$ cat src/hw/rtl/assert_macros.svh
// Assertion helpers shared by the RTL. Both sample on aclk and are
// disabled while aresetn is low.
`ifndef ASSERT_MACROS_SVH
`define ASSERT_MACROS_SVH

// Same-cycle implication.
`define ASSERT_IMPLY(lbl, ante, cons, msg) \
    lbl: assert property (@(posedge aclk) disable iff (!aresetn) (ante) |-> (cons)) \
        else $error(msg);

// Next-cycle implication.
`define ASSERT_IMPLY_NEXT(lbl, ante, cons, msg) \
    lbl: assert property (@(posedge aclk) disable iff (!aresetn) (ante) |=> (cons)) \
        else $error(msg);

`endif

$ cat src/hw/rtl/ole_pkg.sv
`timescale 1ns / 1ps

package ole_pkg;

    // Depth of the entry store; position is 8 bits wide
    localparam int STORE_DEPTH  = 256;
    localparam int CAPACITY_DEF = 256;

    typedef enum logic [2:0] {
        FUNC_APPEND     = 3'd0,
        FUNC_INSERT     = 3'd1,
        FUNC_REMOVE_AT  = 3'd2,
        FUNC_REMOVE_VAL = 3'd3,
        FUNC_FIND       = 3'd4,
        FUNC_READ       = 3'd5,
        FUNC_WRITE      = 3'd6,
        FUNC_CLEAR      = 3'd7
    } func_t;

    typedef enum logic [1:0] {
        STATUS_OK        = 2'd0,
        STATUS_BAD_INDEX = 2'd1,
        STATUS_FULL      = 2'd2,
        STATUS_NOT_FOUND = 2'd3
    } status_t;

    typedef enum logic [2:0] {
        SEQ_IDLE,
        SEQ_DISPATCH,
        SEQ_SHIFT_UP,
        SEQ_INS_WRITE,
        SEQ_SHIFT_DOWN,
        SEQ_SEARCH,
        SEQ_READ_WAIT,
        SEQ_RESULT
    } seq_state_t;

    typedef struct packed {
        status_t     status;
        logic [7:0]  found_position;
        logic [31:0] read_data;
        logic [8:0]  count;
        logic        empty_res;
    } result_t;

    // IEEE single-precision equality: NaN never matches, +0 == -0
    function automatic logic ieee_equal(input logic [31:0] a, input logic [31:0] b);
        logic a_nan;
        logic b_nan;
        logic both_zero;
        a_nan     = a[30:0] > 31'h7F80_0000;
        b_nan     = b[30:0] > 31'h7F80_0000;
        both_zero = (a[30:0] == 31'd0) && (b[30:0] == 31'd0);
        return !a_nan && !b_nan && (both_zero || (a == b));
    endfunction

endpackage

$ cat src/hw/rtl/ole_out_stage.sv
`timescale 1ns / 1ps

// Result register: frees the sequencer while the receiver stalls
module ole_out_stage (
    input  logic             aclk,
    input  logic             aresetn,
    input  logic             res_valid,
    output logic             res_ready,
    input  ole_pkg::result_t res,
    output logic             m_valid,
    input  logic             m_ready,
    output logic [1:0]       m_status,
    output logic [7:0]       m_found_position,
    output logic [31:0]      m_read_data,
    output logic [8:0]       m_count,
    output logic             m_empty_res
);

    logic             valid_reg;
    ole_pkg::result_t data_reg;

    assign res_ready = !valid_reg || m_ready;

    always_ff @(posedge aclk) begin
        if (!aresetn) begin
            valid_reg <= 1'b0;
        end else if (res_ready) begin
            valid_reg <= res_valid;
        end
    end

    always_ff @(posedge aclk) begin
        if (res_ready && res_valid) begin
            data_reg <= res;
        end
    end

    assign m_valid          = valid_reg;
    assign m_status         = data_reg.status;
    assign m_found_position = data_reg.found_position;
    assign m_read_data      = data_reg.read_data;
    assign m_count          = data_reg.count;
    assign m_empty_res      = data_reg.empty_res;

endmodule

$ cat config.mk
export PLATFORM = sky130hd
export DESIGN_NAME = ole_out_stage
export DESIGN_NICKNAME = d
export VERILOG_FILES = /design/src/hw/rtl/assert_macros.svh /design/src/hw/rtl/ole_pkg.sv /design/src/hw/rtl/ole_out_stage.sv
export SDC_FILE = /design/constraint.sdc
export NUM_CORES = 1
export LEC_CHECK = 0
export BUFFER_PORTS_ARGS = -buffer_cell sky130_fd_sc_hd__buf_2
export CAP_MARGIN = 0
export CORE_ASPECT_RATIO = 0.8
export CORE_MARGIN = 3
export CORE_UTILIZATION = 43
export DETAILED_ROUTE_END_ITERATION = 6
export PLACE_DENSITY = 0.91
export SYNTH_ARGS = -nofsm -noshare
export SYNTH_HDL_FRONTEND = slang
export SYNTH_SLANG_ARGS = --single-unit
export TNS_END_PERCENT = 1
$ cat constraint.sdc
create_clock -name aclk -period 2.4 [get_ports aclk]
set_clock_uncertainty 0.2 [all_clocks]
set_input_delay 0.48 -clock aclk [delete_from_list [all_inputs] [get_ports aclk]]
set_output_delay 0.48 -clock aclk [all_outputs]
set_load 0.03 [all_outputs]
Yosys cells after proc, flatten, opt, wreduce, memory -nomap -nowiden:

Index checks and enable logic that the tools add are counted.

* reduce and logical (&&, ||, !) cells: 3

Operators with widths (number)
* $logic_and 1x1->1: 1
* $logic_not 1->1: 1
* $logic_or 1x1->1: 1

* input port bits: 56
* output and inout port bits: 54
* word-level logic and storage cells: 9
* register bits after elaboration: 53

Longest topological paths before layout:

* word-level depth: 3
* gate-level depth with buffers: 2
* depth with buffers taken out: 2

Worst setup path before layout:

No wires, ideal clock.

* path type: input to register
* from: input m_ready
* to: register data_reg, in the netlist m_count[0], enable pin
* library setup time: 0.373 ns
* setup slack: 0.684 ns
* stages on the path: 2
* arrival: 1.143 ns
* buffers on the path: 0
* data required time: 1.827 ns
* cell sequence: nand2b_4 > and2_4

* word-level cells in the longest chain between the ends: 2

RTL lines
* from (decl): RTL line ole_out_stage.sv:11 `input logic m_ready,`
* $logic_or 1x1->1: RTL line ole_out_stage.sv:22 `assign res_ready = !valid_reg || m_ready;`
* $logic_and 1x1->1: RTL line ole_out_stage.sv:33 `if (res_ready && res_valid) begin`
* to (signal assigned): RTL line ole_out_stage.sv:34 `data_reg <= res;`
* to (decl): RTL line ole_out_stage.sv:20 `ole_pkg::result_t data_reg;`

Every way passes these cells.
A chain may end at the register's enable or synchronous reset.

Worst setup path in the final report:

* from: register valid_reg, in the netlist m_valid
* to: output res_ready

* word-level cells in the longest chain between the ends: 2

RTL lines
* from (decl): RTL line ole_out_stage.sv:19 `logic valid_reg;`
* from (signal assigned): RTL line ole_out_stage.sv:28 `valid_reg <= res_valid;`
* $logic_not 1->1: RTL line ole_out_stage.sv:22
* $logic_or 1x1->1: RTL line ole_out_stage.sv:22
* to (decl): RTL line ole_out_stage.sv:8 `output logic res_ready,`

Every way passes these cells.

==> flow_metrics.env <==
export IMPL_outcome="finished clean"
export IMPL_cts_root_buf="clkbuf_8"
export IMPL_cts_made_buffers=5
export IMPL_drt_total_wl_um=3330
export IMPL_cts_resized=0
export IMPL_violation_count_after_the_first_detailed_routing_iteration=43
export IMPL_min_period_ns=1.59
export IMPL_postPlaceCellArea_um2=2220
export IMPL_final_hold_worst_slack_ns=0.152
export IMPL_syn_area_per_cell_um2=28.4
export IMPL_die_x_um=74.6
export IMPL_drv_cap=0
export IMPL_power_switching_uw=432
export IMPL_synthCells=57
export IMPL_overflow=0
export IMPL_critical_path_startpoint_type="flip-flop"
export IMPL_post_route_drc_count=0
export IMPL_dp_slack_ns=0.560
export IMPL_crit_required_ns=1.72
export IMPL_cp_cell_sequence="nand2b_4, buf_2"
export IMPL_floorplan_initialDensity_pct=46.0
export IMPL_worst_path_buf_inv=1
export IMPL_ff2ff_setup_slack_ns=0.84
export IMPL_grt_pass1_vias=858
export IMPL_clock_tree_from_tritoncts="done"
export IMPL_worst_path_max_stage_delay_ns=0.38
export IMPL_critPathCaptureType="primary output"
export IMPL_floorplan_die_area_um2=4540
export IMPL_h_tree_depth=2
export IMPL_comb_power_share_pct=12.8
export IMPL_grt_pass1_wl_um=4330
export IMPL_worstMarginPinSlew_ns=0.633
export IMPL_layout_cells_most_common="buf_2"
export IMPL_crit_path_top_delay_cell="dfxtp_1"
export IMPL_postCtsSetupRepairBufs=0
export IMPL_setup_violations=0
export IMPL_top_level_ports=110
export IMPL_route_vias_total=965
export IMPL_path_clk_slew_ns=0.09
export IMPL_syn_num_nets=113
export IMPL_ys_seq_elements=53
export IMPL_grt_max_degree=53
export IMPL_fraction_of_power_spent_switching_nets_pct=24.2
export IMPL_max_vdd_ir_drop_mv=0.522
export IMPL_vias_per_cell=4.47
export IMPL_highest_count_cells_in_the_layout_ignoring_fill_and_taps="buf_2, edfxtp_1, clkbuf_8"
export IMPL_fmaxAchievable_mhz=629
export IMPL_final_fill_count=251
export IMPL_finalNetCount=229
export IMPL_mapped_cell_area_um2=1620
export IMPL_die_h_um=60.9
export IMPL_clk_network_pwr_share_pct=26.1
export IMPL_share_seq_of_total_power_pct=61.2
export IMPL_final_area_um2=2300
export IMPL_power_leakage_nw=0.998
export IMPL_antenna_diode_count=0
export IMPL_layout_worst_path_cycle_share_pct=66.3
export IMPL_avgRoutedWirePerCell_um=15.4
export IMPL_globalRouteMet3Util_pct=7.12
export IMPL_worst_skew_pair_late_latency_ns=0.29
export IMPL_clockBufferDepth=2
export IMPL_setup_total_negative_slack_ns=0
export IMPL_area_growth_syn_to_layout_pct=42.3
export IMPL_post_route_cells_drive_above_1_share_pct=68.4
export IMPL_p_per_area_nw_per_um2=775
export IMPL_min_path_type="in -> reg"
export IMPL_criticalPathCategory="reg -> out"
export IMPL_cts_hold_buf=0
export IMPL_maxSlewViolCount=0
export IMPL_p_int_mw=1.35
export IMPL_synth_cell_types=6
export IMPL_drt_pre_antenna_iters=4
export IMPL_met1_usage_pct=13.9
export IMPL_final_hold_vios=0
export IMPL_row_count=19
export IMPL_ys_warnings_count=0
export IMPL_grt_busiest_layer="met2"
export IMPL_buffer_ports_inserted=109
export IMPL_critical_path_arrival_ns=0.91
export IMPL_tritoncts_num_sinks=53
export IMPL_drt_antenna_net_count=0
export IMPL_grt_setup_unrepaired="false"
export IMPL_grt_util_met2_pct=25.0
export IMPL_worst_path_max_fanout=3
export IMPL_slew_headroom_pct=57.8
export IMPL_register_area_share_after_synthesis_pct=97.7
export IMPL_coreArea_um2=3520
export IMPL_antenna_violations_before_repair=0
export IMPL_kind_of_cell_adding_the_most_delay_to_the_critical_path="flip-flops"
export IMPL_place_congestion=0.632
export IMPL_grt_util_overall_pct=14.2
export IMPL_finalWorstSetupSlack_ns=0.810
per-layer routing:
metal | share of wire [%] | wire [µm]
met5 | 0 | 0
met4 | 1.4 | 47
met3 | 14 | 477
met2 | 53 | 1760
met1 | 31 | 1050
cell families after synthesis:
| group | synth area share (%) |
|---|---|
| AOI/OAI and AO/OA | 0.695 |
| buffers and inverters | 0.232 |
| DFF | 97.7 |
| and+or+nand+nor | 1.39 |
sequential cells by signal (all words and copies together), names as in the netlist:
register and flops:
m_found_position 8, m_count 9, m_valid 1, m_read_data 32
m_status 2, m_empty_res 1
layout make-up:
cell class | instances | area, µm² | share of cell area (%)
clock inverters | 2 | 15.0 | 0.651
flip-flops and latches | 53 | 1580 | 68.6
well taps | 42 | 52.6 | 2.28
inverters | 1 | 3.75 | 0.163
clock buffers | 6 | 72.6 | 3.15
multi-input cells | 3 | 33.8 | 1.47
repair buffers | 109 | 546 | 23.7
through the flow:
| stage | instances | utilization, % | power [mW] |
|---|---|---|---|
| final | 216 | 65.5 | 1.79 |
| after floorplan | 57 | - | 1.25 |
| after CTS | 216 | 65.5 | 1.81 |
| after global placement | 208 | 63.0 | 1.34 |
| after global routing | 216 | 65.5 | 1.86 |
| after detailed placement | 208 | 63.0 | 1.35 |
cells in the mapped netlist, drive strengths merged:
cell / number / area [µm²]
edfxtp: 52 / 1560
a21boi: 1 / 11.3
and2: 1 / 8.76
dfxtp: 1 / 20.0
inv: 1 / 3.75
nand2b: 1 / 13.8
path summary, 6_finish.rpt:
kind | start | endpoint | depth (start not counted)
max | m_valid | res_ready | 2
min | res[39] | m_read_data[29] | 1
max reg2reg | m_valid | m_count[8] | 2
min reg2reg | m_valid | m_valid | 2
power by group through the flow:
stage	clock network [mW]	registers, mW	logic (mW)
6_report	0.466	1.09	0.228
3_3_place_gp	0	1.11	0.225
2_1_floorplan	0	1.22	0.0222
3_5_place_dp	0	1.11	0.231
4_1_cts	0.485	1.09	0.231
5_1_grt	0.519	1.10	0.242
Power figures use the tool's default switching activity.
