===== config.mk =====
export PLATFORM = sky130hd
export DESIGN_NAME = ole_seq
export DESIGN_NICKNAME = d
export VERILOG_FILES = /design/src/hw/rtl/assert_macros.svh /design/src/hw/rtl/ole_pkg.sv /design/src/hw/rtl/ole_seq.sv
export SDC_FILE = /design/constraint.sdc
export NUM_CORES = 1
export LEC_CHECK = 0
export ABC_AREA = 1
export BUFFER_PORTS_ARGS = -buffer_cell sky130_fd_sc_hd__buf_4
export CAP_MARGIN = 15
export CORE_MARGIN = 5
export CORE_UTILIZATION = 57
export DETAILED_ROUTE_END_ITERATION = 16
export PLACE_DENSITY = 0.82
export SETUP_SLACK_MARGIN = 0.5
export SLEW_MARGIN = 20
export SYNTH_ARGS = -nofsm -noshare
export SYNTH_HDL_FRONTEND = slang
export SYNTH_SLANG_ARGS = --single-unit

===== constraint.sdc =====
create_clock -name aclk -period 5.2 [get_ports aclk]
set_clock_uncertainty 0.05 [all_clocks]
set_input_delay 0.52 -clock aclk [delete_from_list [all_inputs] [get_ports aclk]]
set_output_delay 0.52 -clock aclk [all_outputs]
set_load 0.02 [all_outputs]

===== src/hw/rtl/assert_macros.svh =====
// Assertion helpers shared by the RTL. Both sample on aclk and are
// disabled while aresetn is low.
`ifndef ASSERT_MACROS_SVH
`define ASSERT_MACROS_SVH

// Same-cycle implication.
`define ASSERT_IMPLY(lbl, ante, cons, msg) \
    lbl: assert property (@(posedge aclk) disable iff (!aresetn) (ante) |-> (cons)) \
        else $error(msg);

// Next-cycle implication.
`define ASSERT_IMPLY_NEXT(lbl, ante, cons, msg) \
    lbl: assert property (@(posedge aclk) disable iff (!aresetn) (ante) |=> (cons)) \
        else $error(msg);

`endif


===== src/hw/rtl/ole_pkg.sv =====
`timescale 1ns / 1ps

package ole_pkg;

    // Depth of the entry store; position is 8 bits wide
    localparam int STORE_DEPTH  = 256;
    localparam int CAPACITY_DEF = 256;

    typedef enum logic [2:0] {
        FUNC_APPEND     = 3'd0,
        FUNC_INSERT     = 3'd1,
        FUNC_REMOVE_AT  = 3'd2,
        FUNC_REMOVE_VAL = 3'd3,
        FUNC_FIND       = 3'd4,
        FUNC_READ       = 3'd5,
        FUNC_WRITE      = 3'd6,
        FUNC_CLEAR      = 3'd7
    } func_t;

    typedef enum logic [1:0] {
        STATUS_OK        = 2'd0,
        STATUS_BAD_INDEX = 2'd1,
        STATUS_FULL      = 2'd2,
        STATUS_NOT_FOUND = 2'd3
    } status_t;

    typedef enum logic [2:0] {
        SEQ_IDLE,
        SEQ_DISPATCH,
        SEQ_SHIFT_UP,
        SEQ_INS_WRITE,
        SEQ_SHIFT_DOWN,
        SEQ_SEARCH,
        SEQ_READ_WAIT,
        SEQ_RESULT
    } seq_state_t;

    typedef struct packed {
        status_t     status;
        logic [7:0]  found_position;
        logic [31:0] read_data;
        logic [8:0]  count;
        logic        empty_res;
    } result_t;

    // IEEE single-precision equality: NaN never matches, +0 == -0
    function automatic logic ieee_equal(input logic [31:0] a, input logic [31:0] b);
        logic a_nan;
        logic b_nan;
        logic both_zero;
        a_nan     = a[30:0] > 31'h7F80_0000;
        b_nan     = b[30:0] > 31'h7F80_0000;
        both_zero = (a[30:0] == 31'd0) && (b[30:0] == 31'd0);
        return !a_nan && !b_nan && (both_zero || (a == b));
    endfunction

endpackage


===== src/hw/rtl/ole_seq.sv =====
`timescale 1ns / 1ps

// Operation sequencer: owns the element count and walks the entry RAM
module ole_seq #(
    parameter int  CAPACITY = ole_pkg::CAPACITY_DEF,
    localparam int LIMIT    = (CAPACITY < ole_pkg::STORE_DEPTH) ? CAPACITY
                                                                : ole_pkg::STORE_DEPTH,
    localparam int AW       = $clog2(LIMIT)
) (
    input  logic                 aclk,
    input  logic                 aresetn,
    // command
    input  logic                 s_valid,
    output logic                 s_ready,
    input  logic [2:0]           s_func,
    input  logic [7:0]           s_position,
    input  logic [31:0]          s_value,
    // entry RAM
    output logic                 ram_we,
    output logic [AW-1:0]        ram_waddr,
    output logic [31:0]          ram_wdata,
    output logic [AW-1:0]        ram_raddr,
    input  logic [31:0]          ram_rdata,
    // result
    output logic                 res_valid,
    input  logic                 res_ready,
    output ole_pkg::result_t     res
);

    localparam logic [8:0] LIMIT_CNT = 9'(LIMIT);

    ole_pkg::seq_state_t state_reg, state_next;
    ole_pkg::func_t      func_reg, func_next;
    logic [7:0]          pos_reg, pos_next;
    logic [31:0]         value_reg, value_next;
    logic [8:0]          count_reg, count_next;
    logic [8:0]          cursor_reg, cursor_next;
    logic                mv_valid_reg, mv_valid_next;
    logic [AW-1:0]       mv_addr_reg, mv_addr_next;
    logic                cmp_valid_reg, cmp_valid_next;
    logic [7:0]          cmp_tag_reg, cmp_tag_next;
    ole_pkg::status_t    res_status_reg, res_status_next;
    logic [7:0]          res_found_reg, res_found_next;
    logic [31:0]         res_rdata_reg, res_rdata_next;
    logic [8:0]          pos_ext;

    assign pos_ext = {1'b0, pos_reg};

    // Control state
    always_ff @(posedge aclk) begin
        if (!aresetn) begin
            state_reg     <= ole_pkg::SEQ_IDLE;
            count_reg     <= '0;
            mv_valid_reg  <= 1'b0;
            cmp_valid_reg <= 1'b0;
        end else begin
            state_reg     <= state_next;
            count_reg     <= count_next;
            mv_valid_reg  <= mv_valid_next;
            cmp_valid_reg <= cmp_valid_next;
        end
    end

    // Command and working payload
    always_ff @(posedge aclk) begin
        func_reg       <= func_next;
        pos_reg        <= pos_next;
        value_reg      <= value_next;
        cursor_reg     <= cursor_next;
        mv_addr_reg    <= mv_addr_next;
        cmp_tag_reg    <= cmp_tag_next;
        res_status_reg <= res_status_next;
        res_found_reg  <= res_found_next;
        res_rdata_reg  <= res_rdata_next;
    end

    // Next state, RAM control and handshakes
    always_comb begin
        state_next      = state_reg;
        func_next       = func_reg;
        pos_next        = pos_reg;
        value_next      = value_reg;
        count_next      = count_reg;
        cursor_next     = cursor_reg;
        mv_valid_next   = 1'b0;
        mv_addr_next    = mv_addr_reg;
        cmp_valid_next  = 1'b0;
        cmp_tag_next    = cmp_tag_reg;
        res_status_next = res_status_reg;
        res_found_next  = res_found_reg;
        res_rdata_next  = res_rdata_reg;
        s_ready         = 1'b0;
        res_valid       = 1'b0;
        // a pending entry move owns the write port by default
        ram_we          = mv_valid_reg;
        ram_waddr       = mv_addr_reg;
        ram_wdata       = ram_rdata;
        ram_raddr       = cursor_reg[AW-1:0];

        unique case (state_reg)
            ole_pkg::SEQ_IDLE: begin
                s_ready = 1'b1;
                if (s_valid) begin
                    func_next  = ole_pkg::func_t'(s_func);
                    pos_next   = s_position;
                    value_next = s_value;
                    state_next = ole_pkg::SEQ_DISPATCH;
                end
            end

            ole_pkg::SEQ_DISPATCH: begin
                res_status_next = ole_pkg::STATUS_OK;
                res_found_next  = '0;
                res_rdata_next  = '0;
                state_next      = ole_pkg::SEQ_RESULT;
                unique case (func_reg)
                    ole_pkg::FUNC_APPEND: begin
                        if (count_reg >= LIMIT_CNT) begin
                            res_status_next = ole_pkg::STATUS_FULL;
                        end else begin
                            ram_we     = 1'b1;
                            ram_waddr  = count_reg[AW-1:0];
                            ram_wdata  = value_reg;
                            count_next = count_reg + 9'd1;
                        end
                    end
                    ole_pkg::FUNC_INSERT: begin
                        if (pos_ext > count_reg) begin
                            res_status_next = ole_pkg::STATUS_BAD_INDEX;
                        end else if (count_reg >= LIMIT_CNT) begin
                            res_status_next = ole_pkg::STATUS_FULL;
                        end else if (pos_ext == count_reg) begin
                            ram_we     = 1'b1;
                            ram_waddr  = pos_reg[AW-1:0];
                            ram_wdata  = value_reg;
                            count_next = count_reg + 9'd1;
                        end else begin
                            cursor_next = count_reg - 9'd1;
                            state_next  = ole_pkg::SEQ_SHIFT_UP;
                        end
                    end
                    ole_pkg::FUNC_REMOVE_AT: begin
                        if (pos_ext >= count_reg) begin
                            res_status_next = ole_pkg::STATUS_BAD_INDEX;
                        end else begin
                            cursor_next = pos_ext + 9'd1;
                            state_next  = ole_pkg::SEQ_SHIFT_DOWN;
                        end
                    end
                    ole_pkg::FUNC_REMOVE_VAL, ole_pkg::FUNC_FIND: begin
                        cursor_next = '0;
                        state_next  = ole_pkg::SEQ_SEARCH;
                    end
                    ole_pkg::FUNC_READ: begin
                        if (pos_ext >= count_reg) begin
                            res_status_next = ole_pkg::STATUS_BAD_INDEX;
                        end else begin
                            ram_raddr  = pos_reg[AW-1:0];
                            state_next = ole_pkg::SEQ_READ_WAIT;
                        end
                    end
                    ole_pkg::FUNC_WRITE: begin
                        if (pos_ext >= count_reg) begin
                            res_status_next = ole_pkg::STATUS_BAD_INDEX;
                        end else begin
                            ram_we    = 1'b1;
                            ram_waddr = pos_reg[AW-1:0];
                            ram_wdata = value_reg;
                        end
                    end
                    ole_pkg::FUNC_CLEAR: begin
                        count_next = '0;
                    end
                endcase
            end

            // Walk down from the last entry, moving each one up a slot
            ole_pkg::SEQ_SHIFT_UP: begin
                ram_raddr     = cursor_reg[AW-1:0];
                mv_valid_next = 1'b1;
                mv_addr_next  = cursor_reg[AW-1:0] + AW'(1);
                if (cursor_reg == pos_ext) begin
                    state_next = ole_pkg::SEQ_INS_WRITE;
                end else begin
                    cursor_next = cursor_reg - 9'd1;
                end
            end

            // Last move drains first, then the new value lands at position
            ole_pkg::SEQ_INS_WRITE: begin
                if (!mv_valid_reg) begin
                    ram_we     = 1'b1;
                    ram_waddr  = pos_reg[AW-1:0];
                    ram_wdata  = value_reg;
                    count_next = count_reg + 9'd1;
                    state_next = ole_pkg::SEQ_RESULT;
                end
            end

            // Walk up from the hole, moving each entry down a slot
            ole_pkg::SEQ_SHIFT_DOWN: begin
                if (cursor_reg < count_reg) begin
                    ram_raddr     = cursor_reg[AW-1:0];
                    mv_valid_next = 1'b1;
                    mv_addr_next  = cursor_reg[AW-1:0] - AW'(1);
                    cursor_next   = cursor_reg + 9'd1;
                end else begin
                    count_next = count_reg - 9'd1;
                    state_next = ole_pkg::SEQ_RESULT;
                end
            end

            // One read per cycle, each compared in the next cycle
            ole_pkg::SEQ_SEARCH: begin
                if (cmp_valid_reg && ole_pkg::ieee_equal(ram_rdata, value_reg)) begin
                    res_found_next = cmp_tag_reg;
                    if (func_reg == ole_pkg::FUNC_FIND) begin
                        state_next = ole_pkg::SEQ_RESULT;
                    end else begin
                        cursor_next = {1'b0, cmp_tag_reg} + 9'd1;
                        state_next  = ole_pkg::SEQ_SHIFT_DOWN;
                    end
                end else if (cursor_reg < count_reg) begin
                    ram_raddr      = cursor_reg[AW-1:0];
                    cmp_valid_next = 1'b1;
                    cmp_tag_next   = cursor_reg[7:0];
                    cursor_next    = cursor_reg + 9'd1;
                end else if (!cmp_valid_reg) begin
                    res_status_next = ole_pkg::STATUS_NOT_FOUND;
                    state_next      = ole_pkg::SEQ_RESULT;
                end
            end

            ole_pkg::SEQ_READ_WAIT: begin
                res_rdata_next = ram_rdata;
                state_next     = ole_pkg::SEQ_RESULT;
            end

            ole_pkg::SEQ_RESULT: begin
                res_valid = 1'b1;
                if (res_ready) begin
                    state_next = ole_pkg::SEQ_IDLE;
                end
            end

            default: begin
                state_next = ole_pkg::SEQ_IDLE;
            end
        endcase
    end

    assign res.status         = res_status_reg;
    assign res.found_position = res_found_reg;
    assign res.read_data      = res_rdata_reg;
    assign res.count          = count_reg;
    assign res.empty_res      = (count_reg == 9'd0);

endmodule


Yosys cells after proc, flatten, opt, wreduce, memory -nomap -nowiden:

Index checks and enable logic that the tools add are counted.

* $add $sub $neg: 8
* multiply operators: 0
* divide/modulo/power cells: 0
* magnitude comparators: 6
* eq/ne operators: 39
* shift-type cells: 0
* multiplexer cells: 77
* bitwise gates (word level): 3
* reduce and logical (&&, ||, !) cells: 28

Operators with widths (count)
* $mux 32: 6
* $pmux 32 s2: 2
* $mux 9: 14
* $pmux 32 s3: 1
* $mux 8: 11
* $pmux 9 s3: 3
* $gt 31x31->1 const B: 2
* $logic_not 31->1: 2
* $pmux 8 s2: 3
* $pmux 9 s4: 1
* $mux 3: 11
* $eq 32x32->1: 1
* $ne 3x3->1 const B: 9
* $eq 3x3->1 const B: 8
* $pmux 3 s8: 1
* $pmux 8 s3: 1
* $ne 2x2->1 const B: 11
* $add 8x1->9 const B: 2
* $add 9x1->9 const B: 2
* $sub 9x1->9 const B: 2
* $reduce_and 8->1: 2
* $mux 2: 7
* $eq 3x2->1 const B: 4
* $pmux 3 s4: 1
* 30 further kinds: 54

* register bits after elaboration: 124
* bits in latches: 0
* bits in writable memories: 0
* memory bits (read-only): 0
* input port bits: 79
* output and inout port bits: 103
* memories kept: 0

Logic depth before layout (Yosys ltp):

* word-level depth: 7
* depth in mapped cells: 17

Worst setup path before layout:

No wires, ideal clock.

* path type: in2reg
* from: input port s_valid
* to: register func_reg[0], enable pin
* arrival time: 3511 ps
* data required time: 4653 ps
* path slack: 1143 ps
* cell stages on the path: 2
* buffers on the path: 0
* path through: inv_1 > nor3_1

* longest elaborated chain between the ends: 1

Ends and longest elaborated chain
* start: declaration: line ole_seq.sv:13 `input logic s_valid,`
* $reduce_and 2->1 (no line)
* end signal: assignment: line ole_seq.sv:66 `func_reg <= func_next;`
* end: declaration: line ole_seq.sv:33 `ole_pkg::func_t func_reg, func_next;`

No other way between the ends.
A chain may end at the register's enable or synchronous reset.

Worst setup path after layout:

* from: register count_reg[3]
* to: output port ram_wdata[1]

* longest elaborated chain between the ends: 6

Ends and longest elaborated chain
* start: declaration: line ole_seq.sv:36 `logic [8:0] count_reg, count_next;`
* start signal: assignment: line ole_seq.sv:58 `count_reg <= count_next;`
* parallel branches: the longest is 4 deep, another holds $ge 9x9->1
* $pmux 32 s3 *: line ole_seq.sv:116 `unique case (func_reg)`
* $pmux 32 s2 *: line ole_seq.sv:100 `unique case (state_reg)`
* end: declaration: line ole_seq.sv:21 `output logic [31:0] ram_wdata,`

Mark *: on every way between the ends.

==> summary.txt <==
Global routing
  – Busiest grt layer: met2
  – Initial antenna violation count: 1
  – GRT overflow: 0
  – Total track usage: 33.6%
  – GR Util met1: 45.0%
  – Met2 Use GR: 52.2%
  – First-pass GRT wire length: 47.0 mm
  – Pin count of the biggest net entering global routing: 73
  – Met3 Usage GRT: 7.59%
  – Vias in the first global route: 8315

Critical path
  – Register-to-register setup slack: 1.85 ns
  – Critical path capture point type: output pin
  – R2R cell count: 8
  – Reg2reg start: state_reg[2]
  – Startpoint class of the critical path: register
  – Crit path kind: register to output pin
  – Critical path arrival: 3.54 ns
  – Worst r2r dst: mv_addr_reg[6]
  – Critical Path RT: 4.63 ns
  – Worst Path Max Fanout: 67

Finish
  – Cell Count, Final, Fillers Out: 1575
  – Nets@finish: 1452
  – Util after Layout: 70.6%
  – Area growth, synth to finish: 22.8%
  – Share of layout cells above drive strength 1: 19.5%
  – Fillers: 1321

Worst hold path
  – Worst hold endpoint: value_reg[14]
  – Hold path start: s_value[14]
  – Worst min-delay path category: primary input to register
  – Hold Path Cell Cnt: 1

Synth
  – Ys flop type: edfxtp_1
  – Seq/Total Area, Yosys: 39.7%
  – Post-synthesis cell area: 9020 um2
  – Top cell type's share of synthesized area: 36.6%
  – Synth area leaders: edfxtp_1 (37%), nand2_1 (12%), o211ai_1 (6.4%)
  – Cells after synthesis: 1180
  – Synth warn: 0
  – Mapped Avg Cell Area: 7.65 um2
  – Synthesized flop and latch total: 124
  – Most instantiated cells after synthesis: nand2_1 (280), nor2_1 (140), inv_1 (129), edfxtp_1 (110), o211ai_1 (77)
  – Most frequent cell after synthesis: nand2_1
  – EDFF count, synth: 110
  – Synth area leader: edfxtp_1
  – Count of different cell masters after synthesis: 53
  – FFs w/ async S/R, synth: 0%
  – Syn_nets: 1288

Timing
  – Slew @ Worst Pin: 0.997 ns
  – Setup WS post-layout: 1.09 ns
  – Slew margin rel.: 33.4%
  – Peak Freq: 244 MHz
  – Final TNS setup: 0 ns
  – Setup-failing EPs final: 0
  – Final worst path period need: 4.11 ns
  – Final-report hold violation count: 0
  – Tcrit/Tclk final: 79.0%
  – RSZ-0062 raised after global routing: no
  – Final-report max-slew violation count: 0

Clock tree
  – Root buf cell: clkbuf_16
  – Clock Latency Late Sink: 0.42 ns
  – CTS Buf Count: 17
  – # H-tree levels: 4
  – Setup repair bufs after CTS: 0
  – CTS sink cnt: 124
  – Post-CTS Resized: 0
  – Clk slew on worst S/H paths: 0.06 ns
  – Hold buffer count at cts: 0
  – CTS tree: done
  – CTS Buffer Depth: 2

Detailed routing
  – Detailed Route Iter0 Violations: 1209
  – Drt wl/cell: 20.1 um
  – DRC viols: 0
  – DR vias: 9317
  – Iteration count of the initial detailed-routing pass: 6
  – Final wirelength: 31.6 mm
  – Antenna Nets Post-Route: 0
  – Vias/cell: 5.92

Pwr
  – Total Power: 7000 uW
  – P_leak: 0.00471 uW
  – P per Cell Area: 631 nW/um2
  – Worst VDD drop: 481 uV

Run
  – Max cap viols: 0

Placement
  – Worst slack, placed: 1.60 ns
  – DPL Wire Length: 23.6 mm
  – Routability-driven placement congestion ratio: 1.01
  – # port buffers: 181
  – DP Cell Count: 1541

Die
  – Boundary pin count: 182
  – Die width: 136 um
  – # rows: 46
  – Die height: 136 um
  – Die ar.: 18400 um2
  – Total core area: 15700 um2
  – Initial core utilization: 57.4%

Outcome
  – Outcome: complete, no violations
[metal layers]
layer | up-vias | routed length [um]
met2 | 632 | 14200
li1 | 4354 | -
met4 | 0 | 1350
met3 | 93 | 3630
met5 | - | 0
met1 | 4238 | 12500
[stage by stage]
| step | hold WS (ns) | area (um2) |
|---|---|---|
| 2_1_floorplan | 0.402 | 9020 |
| 3_3_place_gp | 0.497 | 10500 |
| 3_5_place_dp | 0.502 | 10500 |
| 4_1_cts | 0.210 | 11100 |
| 5_1_grt | 0.204 | 11100 |
| 6_report | 0.223 | 11100 |
[worst max path at each step]
| stage | startpoint | end | depth (start not counted) |
|---|---|---|---|
| 4_1_cts | count_reg[3] | ram_wdata[1] | 15 |
| 5_1_grt | count_reg[3] | ram_wdata[22] | 13 |
| 2_1_floorplan | s_valid | func_reg[0] | 2 |
| 3_5_place_dp | count_reg[6] | ram_wdata[22] | 13 |
| 6_report | count_reg[3] | ram_wdata[1] | 15 |
| 3_3_place_gp | count_reg[3] | ram_wdata[25] | 15 |
[report_power, final]
group	internal [uW]	switching, uW
Combinational	1320	2580
Clock	703	469
Sequential	1550	372
Total	3570	3420
[cells in the final DEF, fill, tap and decap left out, types with 13 or more instances in the layout]
cell,n
xor2_1,26
ha_1,28
clkbuf_16,17
nand4_1,19
nand3_1,53
dfxtp_1,13
nor2_1,139
o21ai_0,55
a21oi_1,41
o21ai_1,32
edfxtp_1,110
inv_1,129
nand2_1,280
nor3_1,19
o211ai_1,77
xnor2_1,25
buf_4,188
[cells by family after synthesis]
kind of cell    count (synthesis)  share of synthesized area, %
compound gates                247                          17.2
flops                         124                          39.7
fa+ha+maj                      29                          4.10
simple gates                  543                          25.7
xor+xnor                       51                          4.95
buf+inv                       186                          8.35
[worst max-delay path, stage by stage, from the launching register on]
cell and delay (ns):
dfxtp_1 0.40, clkinv_1 0.28, ha_1 0.37, nand2_1 0.09, o21bai_1 0.11, nand2_1 0.08, nand2_1 0.13, nand4_2 0.19
nor2_4 0.22, nor2_8 0.07, nand2_4 0.52, nand2_1 0.13, o21ai_1 0.12, nand2_1 0.08, o211ai_1 0.13, buf_4 0.19
[layout make-up]
| type | count | area, um2 | share of cell area [%] |
|---|---|---|---|
| clock buffer | 17 | 425 | 3.84 |
| clock inverter | 15 | 148 | 1.33 |
| antenna | 2 | 5.00 | 0.0451 |
| inverter | 143 | 537 | 4.84 |
| tap | 216 | 270 | 2.44 |
| sequential | 124 | 3580 | 32.3 |
| timing repair buffer | 188 | 1410 | 12.7 |
| multi-input combinational | 870 | 4710 | 42.4 |
Power figures use the tool's default switching activity.
